$ cat src/hdl/mrta_pkg.sv
// ----------------------------------------------------------------------------
// mrta_pkg
// Shared widths, codes and controller/datapath interface types for the
// mesh route table with aging.
// ----------------------------------------------------------------------------
package mrta_pkg;

   localparam int TABLE_ENTRIES_DEF = 16;

   localparam int OP_W      = 3;
   localparam int MAC_W     = 48;
   localparam int HOPS_W    = 8;
   localparam int MS_W      = 32;
   localparam int OUTCOME_W = 3;
   localparam int REMOVED_W = 9;
   localparam int CSR_IDX_W = 1;
   localparam int CSR_DAT_W = 48;

   localparam logic [OP_W-1:0] OP_LEARN  = 3'd0;
   localparam logic [OP_W-1:0] OP_LOOKUP = 3'd1;
   localparam logic [OP_W-1:0] OP_FORGET = 3'd2;
   localparam logic [OP_W-1:0] OP_CLEAR  = 3'd3;
   localparam logic [OP_W-1:0] OP_EXPIRE = 3'd4;

   localparam logic [OUTCOME_W-1:0] OUT_NONE      = 3'd0;
   localparam logic [OUTCOME_W-1:0] OUT_REFRESHED = 3'd1;
   localparam logic [OUTCOME_W-1:0] OUT_INSERTED  = 3'd2;
   localparam logic [OUTCOME_W-1:0] OUT_FULL      = 3'd3;
   localparam logic [OUTCOME_W-1:0] OUT_OWN       = 3'd4;

   localparam logic [CSR_IDX_W-1:0] CSR_OWN_ADDRESS = 1'd0;
   localparam logic [CSR_IDX_W-1:0] CSR_STALE_LIMIT = 1'd1;

   localparam logic [MS_W-1:0] STALE_LIMIT_RESET = 32'd60000;

   typedef struct packed {
      logic load_req;
      logic scan_start;
      logic rd_en;
      logic write_en;
      logic load_rsp;
   } cmd_type;

   typedef struct packed {
      logic skip;
      logic is_learn;
      logic scan_last;
      logic rsp_free;
   } status_type;

endpackage

$ cat src/hdl/mrta_ctrl.sv
// ----------------------------------------------------------------------------
// mrta_ctrl
// Sequencer for one request: check, table scan, optional learn write and
// result hand-off.
// ----------------------------------------------------------------------------
module mrta_ctrl (
   input  logic                   clock,
   input  logic                   reset,
   input  logic                   req_valid,
   output logic                   req_ready,
   input  mrta_pkg::status_type   status,
   output mrta_pkg::cmd_type      cmd
);
   import mrta_pkg::*;

   typedef enum logic [5:0] {
      ST_IDLE   = 6'b000001,
      ST_CHECK  = 6'b000010,
      ST_SCAN   = 6'b000100,
      ST_DRAIN  = 6'b001000,
      ST_WRITE  = 6'b010000,
      ST_RESULT = 6'b100000
   } state_type;

   state_type state_ff;
   state_type state_in;

   assign req_ready = (state_ff == ST_IDLE);

   always_comb begin
      state_in = state_ff;
      unique case (state_ff)
         ST_IDLE: begin
            if (req_valid) state_in = ST_CHECK;
         end
         ST_CHECK: begin
            state_in = status.skip ? ST_RESULT : ST_SCAN;
         end
         ST_SCAN: begin
            if (status.scan_last) state_in = ST_DRAIN;
         end
         ST_DRAIN: begin
            state_in = status.is_learn ? ST_WRITE : ST_RESULT;
         end
         ST_WRITE: begin
            state_in = ST_RESULT;
         end
         ST_RESULT: begin
            if (status.rsp_free) state_in = ST_IDLE;
         end
         default: state_in = ST_IDLE;
      endcase
   end

   always_comb begin
      cmd.load_req   = (state_ff == ST_IDLE) && req_valid;
      cmd.scan_start = (state_ff == ST_CHECK);
      cmd.rd_en      = (state_ff == ST_SCAN);
      cmd.write_en   = (state_ff == ST_WRITE);
      cmd.load_rsp   = (state_ff == ST_RESULT) && status.rsp_free;
   end

   always_ff @(posedge clock) begin
      if (reset) begin
         state_ff <= ST_IDLE;
      end else begin
         state_ff <= state_in;
      end
   end

endmodule

$ cat src/hdl/mrta_dp.sv
// ----------------------------------------------------------------------------
// mrta_dp
// Route table storage, one-entry-per-cycle scan and compare, learn update,
// configuration registers and result register.
// ----------------------------------------------------------------------------
module mrta_dp #(
   parameter int TABLE_ENTRIES = mrta_pkg::TABLE_ENTRIES_DEF
) (
   input  logic                             clock,
   input  logic                             reset,
   input  mrta_pkg::cmd_type                cmd,
   output mrta_pkg::status_type             status,
   input  logic                             csr_valid,
   output logic                             csr_ready,
   input  logic [mrta_pkg::CSR_IDX_W-1:0]   csr_index,
   input  logic [mrta_pkg::CSR_DAT_W-1:0]   csr_wdata,
   input  logic [mrta_pkg::OP_W-1:0]        req_operation,
   input  logic [mrta_pkg::MAC_W-1:0]       req_key_mac,
   input  logic [mrta_pkg::MAC_W-1:0]       req_neighbor_mac,
   input  logic [mrta_pkg::HOPS_W-1:0]      req_hop_count,
   input  logic [mrta_pkg::MS_W-1:0]        req_now_ms,
   output logic                             rsp_valid,
   input  logic                             rsp_ready,
   output logic                             rsp_found,
   output logic [mrta_pkg::MAC_W-1:0]       rsp_next_hop_mac,
   output logic [mrta_pkg::OUTCOME_W-1:0]   rsp_learn_outcome,
   output logic [mrta_pkg::REMOVED_W-1:0]   rsp_removed_count
);
   import mrta_pkg::*;

   localparam int IDX_W = (TABLE_ENTRIES > 1) ? $clog2(TABLE_ENTRIES) : 1;
   localparam logic [IDX_W-1:0] LAST_IDX = IDX_W'(TABLE_ENTRIES - 1);

   // configuration
   logic [MAC_W-1:0] own_ff;
   logic [MS_W-1:0]  limit_ff;

   // latched request
   logic [OP_W-1:0]   op_ff;
   logic [MAC_W-1:0]  key_ff;
   logic [MAC_W-1:0]  nbr_ff;
   logic [HOPS_W-1:0] hops_ff;
   logic [MS_W-1:0]   now_ff;

   // table
   logic [TABLE_ENTRIES-1:0] valid_ff;
   logic [MAC_W-1:0]  dest_mem  [TABLE_ENTRIES];
   logic [MAC_W-1:0]  nhop_mem  [TABLE_ENTRIES];
   logic [HOPS_W-1:0] hops_mem  [TABLE_ENTRIES];
   logic [MS_W-1:0]   stamp_mem [TABLE_ENTRIES];

   // scan pipeline
   logic [IDX_W-1:0]  addr_ff;
   logic [IDX_W-1:0]  cmp_idx_ff;
   logic              cmp_vld_ff;
   logic [MAC_W-1:0]  rd_dest_ff;
   logic [MAC_W-1:0]  rd_nhop_ff;
   logic [HOPS_W-1:0] rd_hops_ff;
   logic [MS_W-1:0]   rd_stamp_ff;

   // scan results
   logic              hit_ff;
   logic [IDX_W-1:0]  hit_idx_ff;
   logic [HOPS_W-1:0] hit_hops_ff;
   logic [MAC_W-1:0]  hit_nhop_ff;
   logic              free_ff;
   logic [IDX_W-1:0]  free_idx_ff;
   logic [REMOVED_W-1:0] removed_ff;

   // result register
   logic                 rsp_valid_ff;
   logic                 rsp_found_ff;
   logic [MAC_W-1:0]     rsp_nhop_ff;
   logic [OUTCOME_W-1:0] rsp_outcome_ff;
   logic [REMOVED_W-1:0] rsp_removed_ff;

   logic              own_match;
   logic              op_known;
   logic              cur_valid;
   logic              key_match;
   logic [MS_W-1:0]   age;
   logic              stale;
   logic              drop;
   logic [IDX_W-1:0]  wr_idx;
   logic              wr_entry;
   logic              wr_route;
   logic              wr_stamp;

   assign csr_ready = 1'b1;

   assign own_match = (key_ff == own_ff);
   assign op_known  = (op_ff == OP_LEARN) || (op_ff == OP_LOOKUP) || (op_ff == OP_FORGET)
                   || (op_ff == OP_CLEAR) || (op_ff == OP_EXPIRE);

   assign status.skip      = !op_known || ((op_ff == OP_LEARN) && own_match);
   assign status.is_learn  = (op_ff == OP_LEARN);
   assign status.scan_last = (addr_ff == LAST_IDX);
   assign status.rsp_free  = !rsp_valid_ff || rsp_ready;

   // compare stage
   assign cur_valid = valid_ff[cmp_idx_ff];
   assign key_match = cur_valid && (rd_dest_ff == key_ff);
   assign age       = now_ff - rd_stamp_ff;
   assign stale     = cur_valid && (age > limit_ff);

   always_comb begin
      drop = 1'b0;
      case (op_ff)
         OP_FORGET: drop = key_match;
         OP_CLEAR:  drop = cur_valid;
         OP_EXPIRE: drop = stale;
         default:   drop = 1'b0;
      endcase
   end

   // learn update
   assign wr_idx   = hit_ff ? hit_idx_ff : free_idx_ff;
   assign wr_entry = cmd.write_en && !hit_ff && free_ff;
   assign wr_stamp = cmd.write_en && (hit_ff || free_ff);
   assign wr_route = wr_entry || (cmd.write_en && hit_ff && (hops_ff <= hit_hops_ff));

   always_ff @(posedge clock) begin
      if (reset) begin
         own_ff   <= '0;
         limit_ff <= STALE_LIMIT_RESET;
      end else if (csr_valid) begin
         unique case (csr_index)
            CSR_OWN_ADDRESS: own_ff   <= csr_wdata;
            CSR_STALE_LIMIT: limit_ff <= csr_wdata[MS_W-1:0];
            default: ;
         endcase
      end
   end

   always_ff @(posedge clock) begin
      if (cmd.load_req) begin
         op_ff   <= req_operation;
         key_ff  <= req_key_mac;
         nbr_ff  <= req_neighbor_mac;
         hops_ff <= req_hop_count;
         now_ff  <= req_now_ms;
      end
   end

   // table memories
   always_ff @(posedge clock) begin
      if (wr_entry) dest_mem[wr_idx] <= key_ff;
      if (wr_route) begin
         nhop_mem[wr_idx] <= nbr_ff;
         hops_mem[wr_idx] <= hops_ff;
      end
      if (wr_stamp) stamp_mem[wr_idx] <= now_ff;
   end

   always_ff @(posedge clock) begin
      if (cmd.rd_en) begin
         rd_dest_ff  <= dest_mem[addr_ff];
         rd_nhop_ff  <= nhop_mem[addr_ff];
         rd_hops_ff  <= hops_mem[addr_ff];
         rd_stamp_ff <= stamp_mem[addr_ff];
      end
      cmp_idx_ff <= addr_ff;
   end

   always_ff @(posedge clock) begin
      if (reset) begin
         valid_ff <= '0;
      end else if (cmp_vld_ff && drop) begin
         valid_ff[cmp_idx_ff] <= 1'b0;
      end else if (wr_entry) begin
         valid_ff[wr_idx] <= 1'b1;
      end
   end

   always_ff @(posedge clock) begin
      if (reset) begin
         addr_ff    <= '0;
         cmp_vld_ff <= 1'b0;
      end else begin
         cmp_vld_ff <= cmd.rd_en;
         if (cmd.scan_start) begin
            addr_ff <= '0;
         end else if (cmd.rd_en && !status.scan_last) begin
            addr_ff <= addr_ff + 1'b1;
         end
      end
   end

   always_ff @(posedge clock) begin
      if (cmd.scan_start) begin
         hit_ff     <= 1'b0;
         free_ff    <= 1'b0;
         removed_ff <= '0;
      end else if (cmp_vld_ff) begin
         if (key_match && !hit_ff) begin
            hit_ff      <= 1'b1;
            hit_idx_ff  <= cmp_idx_ff;
            hit_hops_ff <= rd_hops_ff;
            hit_nhop_ff <= rd_nhop_ff;
         end
         if (!cur_valid && !free_ff) begin
            free_ff     <= 1'b1;
            free_idx_ff <= cmp_idx_ff;
         end
         if (drop) removed_ff <= removed_ff + 1'b1;
      end
   end

   // result register
   always_ff @(posedge clock) begin
      if (reset) begin
         rsp_valid_ff <= 1'b0;
      end else if (cmd.load_rsp) begin
         rsp_valid_ff <= 1'b1;
      end else if (rsp_ready) begin
         rsp_valid_ff <= 1'b0;
      end
   end

   always_ff @(posedge clock) begin
      if (cmd.load_rsp) begin
         rsp_found_ff   <= 1'b0;
         rsp_nhop_ff    <= '0;
         rsp_outcome_ff <= OUT_NONE;
         rsp_removed_ff <= '0;
         case (op_ff)
            OP_LEARN: begin
               if (own_match) begin
                  rsp_outcome_ff <= OUT_OWN;
               end else if (hit_ff) begin
                  rsp_found_ff   <= 1'b1;
                  rsp_outcome_ff <= OUT_REFRESHED;
               end else if (free_ff) begin
                  rsp_outcome_ff <= OUT_INSERTED;
               end else begin
                  rsp_outcome_ff <= OUT_FULL;
               end
            end
            OP_LOOKUP: begin
               rsp_found_ff <= hit_ff;
               if (hit_ff) rsp_nhop_ff <= hit_nhop_ff;
            end
            OP_FORGET: begin
               rsp_found_ff   <= (removed_ff != '0);
               rsp_removed_ff <= removed_ff;
            end
            OP_CLEAR, OP_EXPIRE: begin
               rsp_removed_ff <= removed_ff;
            end
            default: ;
         endcase
      end
   end

   assign rsp_valid         = rsp_valid_ff;
   assign rsp_found         = rsp_found_ff;
   assign rsp_next_hop_mac  = rsp_nhop_ff;
   assign rsp_learn_outcome = rsp_outcome_ff;
   assign rsp_removed_count = rsp_removed_ff;

endmodule

$ cat src/hdl/mesh_route_table_aging_unit.sv
// ----------------------------------------------------------------------------
// mesh_route_table_aging_unit
// Fully associative route table keyed by station address, with learn,
// lookup, forget, clear and age-based expiry.
//
// Requests enter on req_* (valid/ready); each gives exactly one response on
// rsp_* (valid/ready). Registers own_address (index 0) and stale_limit_ms
// (index 1) are written on csr_*, which is always ready.
// Every table operation scans all TABLE_ENTRIES entries, one per cycle,
// through the single read port of the entry memories; a learn adds a
// write step after the scan. Unknown operations and learn of the own
// address skip the scan and go from the check step to the result. A new
// request is taken once the previous one has been loaded into the response
// register, even while that response is still waiting.
// Reset clears all valid bits at once, sets own_address to 0 and
// stale_limit_ms to 60000; no clearing pass is needed.
// If the receiver stalls, the response holds and the next request finishes
// its scan, then waits until the response register frees up.
// ----------------------------------------------------------------------------
module mesh_route_table_aging_unit #(
   parameter int TABLE_ENTRIES = mrta_pkg::TABLE_ENTRIES_DEF
) (
   input  logic                             clock,
   input  logic                             reset,
   input  logic                             csr_valid,
   output logic                             csr_ready,
   input  logic [mrta_pkg::CSR_IDX_W-1:0]   csr_index,
   input  logic [mrta_pkg::CSR_DAT_W-1:0]   csr_wdata,
   input  logic                             req_valid,
   output logic                             req_ready,
   input  logic [mrta_pkg::OP_W-1:0]        req_operation,
   input  logic [mrta_pkg::MAC_W-1:0]       req_key_mac,
   input  logic [mrta_pkg::MAC_W-1:0]       req_neighbor_mac,
   input  logic [mrta_pkg::HOPS_W-1:0]      req_hop_count,
   input  logic [mrta_pkg::MS_W-1:0]        req_now_ms,
   output logic                             rsp_valid,
   input  logic                             rsp_ready,
   output logic                             rsp_found,
   output logic [mrta_pkg::MAC_W-1:0]       rsp_next_hop_mac,
   output logic [mrta_pkg::OUTCOME_W-1:0]   rsp_learn_outcome,
   output logic [mrta_pkg::REMOVED_W-1:0]   rsp_removed_count
);
   import mrta_pkg::*;

   cmd_type    cmd;
   status_type status;

   mrta_ctrl u_ctrl (
      .clock     (clock),
      .reset     (reset),
      .req_valid (req_valid),
      .req_ready (req_ready),
      .status    (status),
      .cmd       (cmd)
   );

   mrta_dp #(
      .TABLE_ENTRIES (TABLE_ENTRIES)
   ) u_dp (
      .clock             (clock),
      .reset             (reset),
      .cmd               (cmd),
      .status            (status),
      .csr_valid         (csr_valid),
      .csr_ready         (csr_ready),
      .csr_index         (csr_index),
      .csr_wdata         (csr_wdata),
      .req_operation     (req_operation),
      .req_key_mac       (req_key_mac),
      .req_neighbor_mac  (req_neighbor_mac),
      .req_hop_count     (req_hop_count),
      .req_now_ms        (req_now_ms),
      .rsp_valid         (rsp_valid),
      .rsp_ready         (rsp_ready),
      .rsp_found         (rsp_found),
      .rsp_next_hop_mac  (rsp_next_hop_mac),
      .rsp_learn_outcome (rsp_learn_outcome),
      .rsp_removed_count (rsp_removed_count)
   );

endmodule
$ cat config.mk
export PLATFORM = sky130hd
export DESIGN_NAME = mesh_route_table_aging_unit
export DESIGN_NICKNAME = d
export VERILOG_FILES = /design/src/hdl/mrta_pkg.sv /design/src/hdl/mrta_ctrl.sv /design/src/hdl/mrta_dp.sv /design/src/hdl/mesh_route_table_aging_unit.sv
export SDC_FILE = /design/constraint.sdc
export NUM_CORES = 2
export LEC_CHECK = 0
export ABC_AREA = 1
export BUFFER_PORTS_ARGS = -buffer_cell sky130_fd_sc_hd__buf_2
export CORE_MARGIN = 3
export CORE_UTILIZATION = 50
export CTS_CLUSTER_DIAMETER = 40
export CTS_CLUSTER_SIZE = 20
export DETAILED_ROUTE_END_ITERATION = 8
export GPL_ROUTABILITY_DRIVEN = 0
export PLACE_DENSITY_LB_ADDON = 0.08
export SYNTH_ARGS = -nofsm -noshare
export SYNTH_HDL_FRONTEND = slang
export SYNTH_SLANG_ARGS = --single-unit
$ cat constraint.sdc
create_clock -name clock -period 11.16 [get_ports clock]
set_input_delay 1.116 -clock clock [delete_from_list [all_inputs] [get_ports clock]]
set_output_delay 1.116 -clock clock [all_outputs]
set_load 0.05 [all_outputs]
## Yosys cells after proc, flatten, opt, wreduce, memory -nomap -nowiden

Memory sizes are Yosys's and may differ from the RTL's. A register that Yosys moved wholly into a read port is not among the register bits.
Cells that the tools add are included.

- Register bits after elaboration: 387
- Bits in writable memories: 2176
- Bits of input ports: 193
- Output and inout bits: 64
- Word-level logic and storage cells: 138
- Memories: 4

Memory list:

| memory | words | bits a word | read ports | clocked after memory_dff | write ports | line | RTL |
|---|---|---|---|---|---|---|---|
| u_dp.dest_mem | 16 | 48 | 1 | 1 | 1 | mrta_dp.sv:47 | `logic [MAC_W-1:0] dest_mem [TABLE_ENTRIES];` |
| u_dp.nhop_mem | 16 | 48 | 1 | 1 | 1 | mrta_dp.sv:48 | `logic [MAC_W-1:0] nhop_mem [TABLE_ENTRIES];` |
| u_dp.stamp_mem | 16 | 32 | 1 | 1 | 1 | mrta_dp.sv:50 | `logic [MS_W-1:0] stamp_mem [TABLE_ENTRIES];` |
| u_dp.hops_mem | 16 | 8 | 1 | 1 | 1 | mrta_dp.sv:49 | `logic [HOPS_W-1:0] hops_mem [TABLE_ENTRIES];` |

- Add/subtract/negate cells: 3
- $lt $le $gt $ge: 6
- Equality and inequality tests: 16
- Muxes and demuxes: 30
- Bitwise logic cells: 6
- Reductions and logical operators: 47

Operators with widths:

| operator | number |
|---|---|
| == test 48 bit | 2 |
| case mux 6 bit (6 select lines) | 1 |
| greater-than comparator 32 bit | 1 |
| 2-to-1 mux 16 bit | 2 |
| subtractor 32 bit | 1 |
| 2-to-1 mux 6 bit | 5 |
| AND 16 bit | 1 |
| logical AND 1 bit | 16 |
| inverter 16 bit | 1 |
| OR 16 bit | 1 |
| 2-to-1 mux 1 bit | 14 |
| AND reduction 2 bit | 6 |
| less-than comparator 4 x 5 -> 1 bit, second input constant | 2 |
| adder 9 x 1 -> 9 bit, second input constant | 1 |
| AND reduction 3 bit | 3 |
| nonzero test 9 bit | 1 |
| demux 1 bit (select 4 bit) | 2 |
| >= comparator 4 x 1 -> 1 bit, second input constant | 2 |
| <= comparator 8 bit | 1 |
| logical OR 1 bit | 8 |
| == test 3 x 2 -> 1 bit, second input constant | 2 |
| == test 6 x 1 -> 1 bit, second input constant | 1 |
| == test 6 x 2 -> 1 bit, second input constant | 1 |
| == test 6 x 3 -> 1 bit, second input constant | 1 |
| other kinds (19) | 32 |

## Longest topological paths before layout

- Depth in word-level cells: 9
- Mapped depth: 33
- Gate-level depth less buffers: 32

## Cells and area by module

Synthesis repeated with hierarchy kept, for this count alone.

- Cells, all modules: 7905
- Area, all modules: 104520.2 µm²

By module, submodules not included:

| module | instances | cells an instance | area an instance (µm²) | sequential area each (µm²) |
|---|---|---|---|---|
| mrta_dp | 1 | 7843 | 104142.4 | 79696.4 |
| mrta_ctrl | 1 | 62 | 377.9 | 120.1 |

## Worst setup path after synthesis

OpenSTA, ideal clock, no wires.

- Kind: register to register
- Start point: register u_ctrl.state_ff[0]
- End point: register u_dp.addr_ff[2]
- Arrival time: 9563 ps
- Path slack: 1517 ps
- Cell stages (with the launch flop): 9
- Path buffers: 0
- Period minus slack after synthesis: 9643 ps
- Cells stage by stage: dfxtp_1 -> nor2_1 -> inv_1 -> nor4_2 -> inv_1 -> a21oi_2 -> inv_1 -> o21ai_0 -> nor3b_1

RTL lines:

| element | line | RTL |
|---|---|---|
| start: declaration | mrta_ctrl.sv:25 | `state_type state_ff;` |
| start signal: assignment | mrta_ctrl.sv:67 | `state_ff <= state_in;` |
| end signal: assignment | mrta_dp.sv:184 | `addr_ff <= addr_ff + 1'b1;` |
| end: declaration | mrta_dp.sv:53 | `logic [IDX_W-1:0] addr_ff;` |

## Worst setup path in the final report

- Start point: register u_dp.now_ff[0]
- End point: register u_dp.valid_ff[15]

- Longest elaborated chain between the ends: 6
- Elaborated cells between the ends (all ways): 7
- Classes of those cells: 1 x add/sub; 1 x order compare; 2 x mux; 3 x reduce/logical

Ends and longest elaborated chain:

| element | line | RTL |
|---|---|---|
| start: declaration | mrta_dp.sv:43 | `logic [MS_W-1:0] now_ff;` |
| start signal: assignment | mrta_dp.sv:141 | `now_ff <= req_now_ms;` |
| subtractor 32 bit (*) | mrta_dp.sv:103 | `assign age = now_ff - rd_stamp_ff;` |
| greater-than comparator 32 bit (*) | mrta_dp.sv:104 | `assign stale = cur_valid && (age > limit_ff);` |
| logical AND 1 bit (*) | mrta_dp.sv:104 |  |
| case mux 1 bit (3 select lines) (*) | mrta_dp.sv:108 | `case (op_ff)` |
| logical AND 1 bit (*) | mrta_dp.sv:168 | `end else if (cmp_vld_ff && drop) begin` |
| 2-to-1 mux 16 bit / nonzero test 2 bit (equally long branches) | n/a |  |
| end signal: assignment | mrta_dp.sv:167 | `valid_ff <= '0;` |
| end signal: indexed assignment | mrta_dp.sv:169 | `valid_ff[cmp_idx_ff] <= 1'b0;` |
| end signal: indexed assignment | mrta_dp.sv:171 | `valid_ff[wr_idx] <= 1'b1;` |
| end: declaration | mrta_dp.sv:46 | `logic [TABLE_ENTRIES-1:0] valid_ff;` |

Mark *: on every way between the ends. The rest lies on a longest branch, timed or not.
A chain may end at the register's enable or synchronous reset.

==> out/results.txt <==
Run status = completed
Async SR Flop Fraction = 0
Seq cells post-synth = 2,699
Vias per inst = 5.90
Setup Buffers After CTS = 0
Crit path max-delay cell type = edfxtp_1
Nets@finish = 8,132
Setup TNS Final = 0 ns
Top cell type's share of synthesized area = 0.734
Die Area = 216,000 µm²
Pre-CTS setup slack = 6.21 ns
Unrepaired setup endpoints after global routing = no
Psw = 0.00522 W
Critical Path Start Type = register
Synthesized area per cell = 14.0 µm²
Vias = 64,700
Prevailing post-synth register cell = edfxtp_1
RR Endpoint = u_dp.valid_ff[15]
Worst Path Arrival = 5.85 ns
Starting Density = 0.506
Combinational Power Share = 0.020
R2R cell count = 28
CORE AREA = 208,000 µm²
Cts hold-fix bufs = 0
Req. time, crit path = 12.00 ns
Sw frac = 0.217
Max Freq = 199 MHz
Synth top cells by count = 2,576 x edfxtp_1, 1,457 x nor2_1, 664 x o21ai_0
Layout cell share with drive strength beyond 1 = 0.139
Reg-to-reg slack, setup = 6.14 ns
Int Pwr = 0.0188 W
Count leader, synth = edfxtp_1
Total of max-cap violations = 0
LEAKAGE = 40.5 nW
Yosys warns = 0
Area grow syn2layout = 16.6%
Die Wd = 465 µm
Final worst slack = 6.14 ns
Initial antenna violation count = 18
Worst-path fanout max = 31
Hold Vio Cnt, Final = 0
Number of synthesized flops with an enable pin = 2,576
WL/cell = 26.1 µm
Cells after Synth = 7,533
Later-pin clock latency in the skew report = 0.96 ns
Number of global-route vias before repair = 62,700
Placed wire-length estimate = 146,000 µm
Overflow after GRT = 0
IO Count = 257
Die Y = 465 µm
Final total power = 0.0241 W
CP most frequent cell = nand2_1
CTS buffer count = 393
Residual DRC = 0
CTS tree = done
Seq/Total Area, Yosys = 0.757
Synth area leader = edfxtp_1
Final setup vio count = 0
Synth unique cells = 52
Final period utilization = 0.450
Setup CP Type = register to register
Hold Crit Endpoint = u_dp.now_ff[16]
Final core occ = 0.590
Crit-path max cell delay = 0.64 ns
Clock power frac = 0.504
Port Buffer Count = 255
DRT antenna net count = 0
FP Rows = 167
Setup crit end kind = register
Clk root buf = clkbuf_16
Max Clock Skew = 0.0609 ns
GR Util All Layers = 0.260
Mapped Nets = 7,801
Post-cts gate resize count = 0
Clock Tree Buf Depth = 4
Hold Crit Class = input port to register
Min Tclk post-route = 5.02 ns
Post-Syn Area = 105,000 µm²
PwrDens = 196 nW/µm²
R2R Path Start = u_dp.now_ff[0]
Maximum VDD drop = 168 µV
H-tree levels = 5
Start point of the worst hold path = req_now_ms[16]
Ranking of synthesized cells by area = edfxtp_1 73%, nor2_1 5.2%, o21ai_0 3.2%
CTS sink cnt = 2,699
Clock-pin transition on the worst setup and hold timing paths = 0.06 ns
Fin. max-slew vios = 0
Seq pwr share = 0.475
Critical Path Start = u_dp.now_ff[0]
Largest net degree at the start of global routing = 227
First-pass GRT wire length = 418,000 µm
Worst-margin pin slew = 1.19 ns
1st-iter DRT viols = 6,880
Hold path depth = 1
TritonRoute pass-1 iters = 6
Final wirelength = 286,000 µm
Worst rel slew slack = 0.205
-- worst max path at each step --
| stage | end | slack, ns | depth (start not counted) |
|---|---|---|---|
| after floorplan | u_dp.addr_ff[2] | 1.52 | 8 |
| after global placement | u_dp.valid_ff[0] | 6.41 | 28 |
| after detailed placement | u_dp.valid_ff[14] | 6.21 | 28 |
| after CTS | u_dp.valid_ff[13] | 6.18 | 28 |
| after global routing | u_dp.valid_ff[12] | 5.74 | 29 |
| final | u_dp.valid_ff[15] | 6.14 | 28 |
-- metal layers --
layer | global-route usage | routed length (µm)
met2 | 0.417 | 136000
met1 | 0.364 | 121000
met5 | 0 | 28
met4 | 0.0908 | 9360
met3 | 0.0407 | 19300
-- cell type report --
class,count,area [µm²]
Antenna cell,6,15.0
Clock buffer,427,10100
Clock inverter,284,2980
Fill cell,16200,85400
Inverter,264,1020
Multi-Input combinational cell,4115,23100
Sequential cell,2699,79800
Tap cell,2788,3490
Timing Repair Buffer,391,2380
-- flip-flops by register name (all words and copies together) (netlist names), 9 cells and up --
signal / cells
u_dp.own_ff: 48
u_dp.limit_ff: 32
u_dp.hops_mem: 128
u_dp.rsp_removed_count: 9
u_dp.now_ff: 32
u_dp.nhop_mem: 768
u_dp.stamp_mem: 512
u_dp.removed_ff: 9
u_dp.rsp_next_hop_mac: 48
u_dp.nbr_ff: 48
u_dp.valid_ff: 16
u_dp.key_ff: 48
u_dp.rd_stamp_ff: 32
u_dp.dest_mem: 768
u_dp.rd_dest_ff: 48
u_dp.rd_nhop_ff: 48
u_dp.hit_nhop_ff: 48
-- logic make-up after synthesis --
family          count (synthesis)  synth area share
mux                           220            0.0209
flops                        2699             0.757
buf+inv                       719            0.0273
other cells                     1         0.0000356
xor+xnor                      124            0.0103
compound gates               1426            0.0894
simple gates                 2269            0.0860
fa+ha+maj                      75           0.00897
-- critical path: cells and delay by family, from the launching register on --
family	cells	cell delay (ns)
DFF	1	0.64
adders and majority gates	3	0.72
AOI/OAI and AO/OA	4	0.68
xor gates and xnor gates	1	0.09
and+or+nand+nor	18	2.55
buffers and inverters	2	0.21
-- power groups by stage --
stage	registers [W]	clock network [W]	logic (W)
final	0.0114	0.0121	0.000489
after global routing	0.0115	0.0128	0.000537
after CTS	0.0114	0.0123	0.000490
after detailed placement	0.0116	0	0.000487
after global placement	0.0116	0	0.000482
after floorplan	0.0116	0	0.000267
-- through the flow --
step,area [µm²],hold slack [ns],cells
2_1_floorplan,105000,0.350,7533
3_3_place_gp,110000,0.402,10300
3_5_place_dp,110000,0.405,10300
4_1_cts,123000,0.256,11000
5_1_grt,123000,0.279,11000
6_report,123000,0.333,11000
-- layout by cell type (no fill, tap or decap), drive strengths merged, types with 2 or more instances in the layout --
cell,Yosys,final
a31oi,3,3
a21o,5,5
diode,0,6
a21oi,129,129
xnor2,86,86
clkinv,2,128
nand2,463,463
o32ai,324,324
ha,74,74
mux2i,220,220
o21a,2,2
clkbuf,310,427
edfxtp,2576,2576
nor3,41,41
or2,10,10
a22oi,6,6
nor3b,2,2
o221ai,220,220
nor2,1460,1460
o21bai,2,2
o21ai,667,667
nor4,8,8
o211ai,62,62
nand3,256,256
clkinvlp,0,50
buf,145,391
xor2,38,38
inv,262,334
bufinv,0,36
nand4,26,26
o31ai,2,2
dfxtp,123,123
Power figures use the tool's default switching activity.
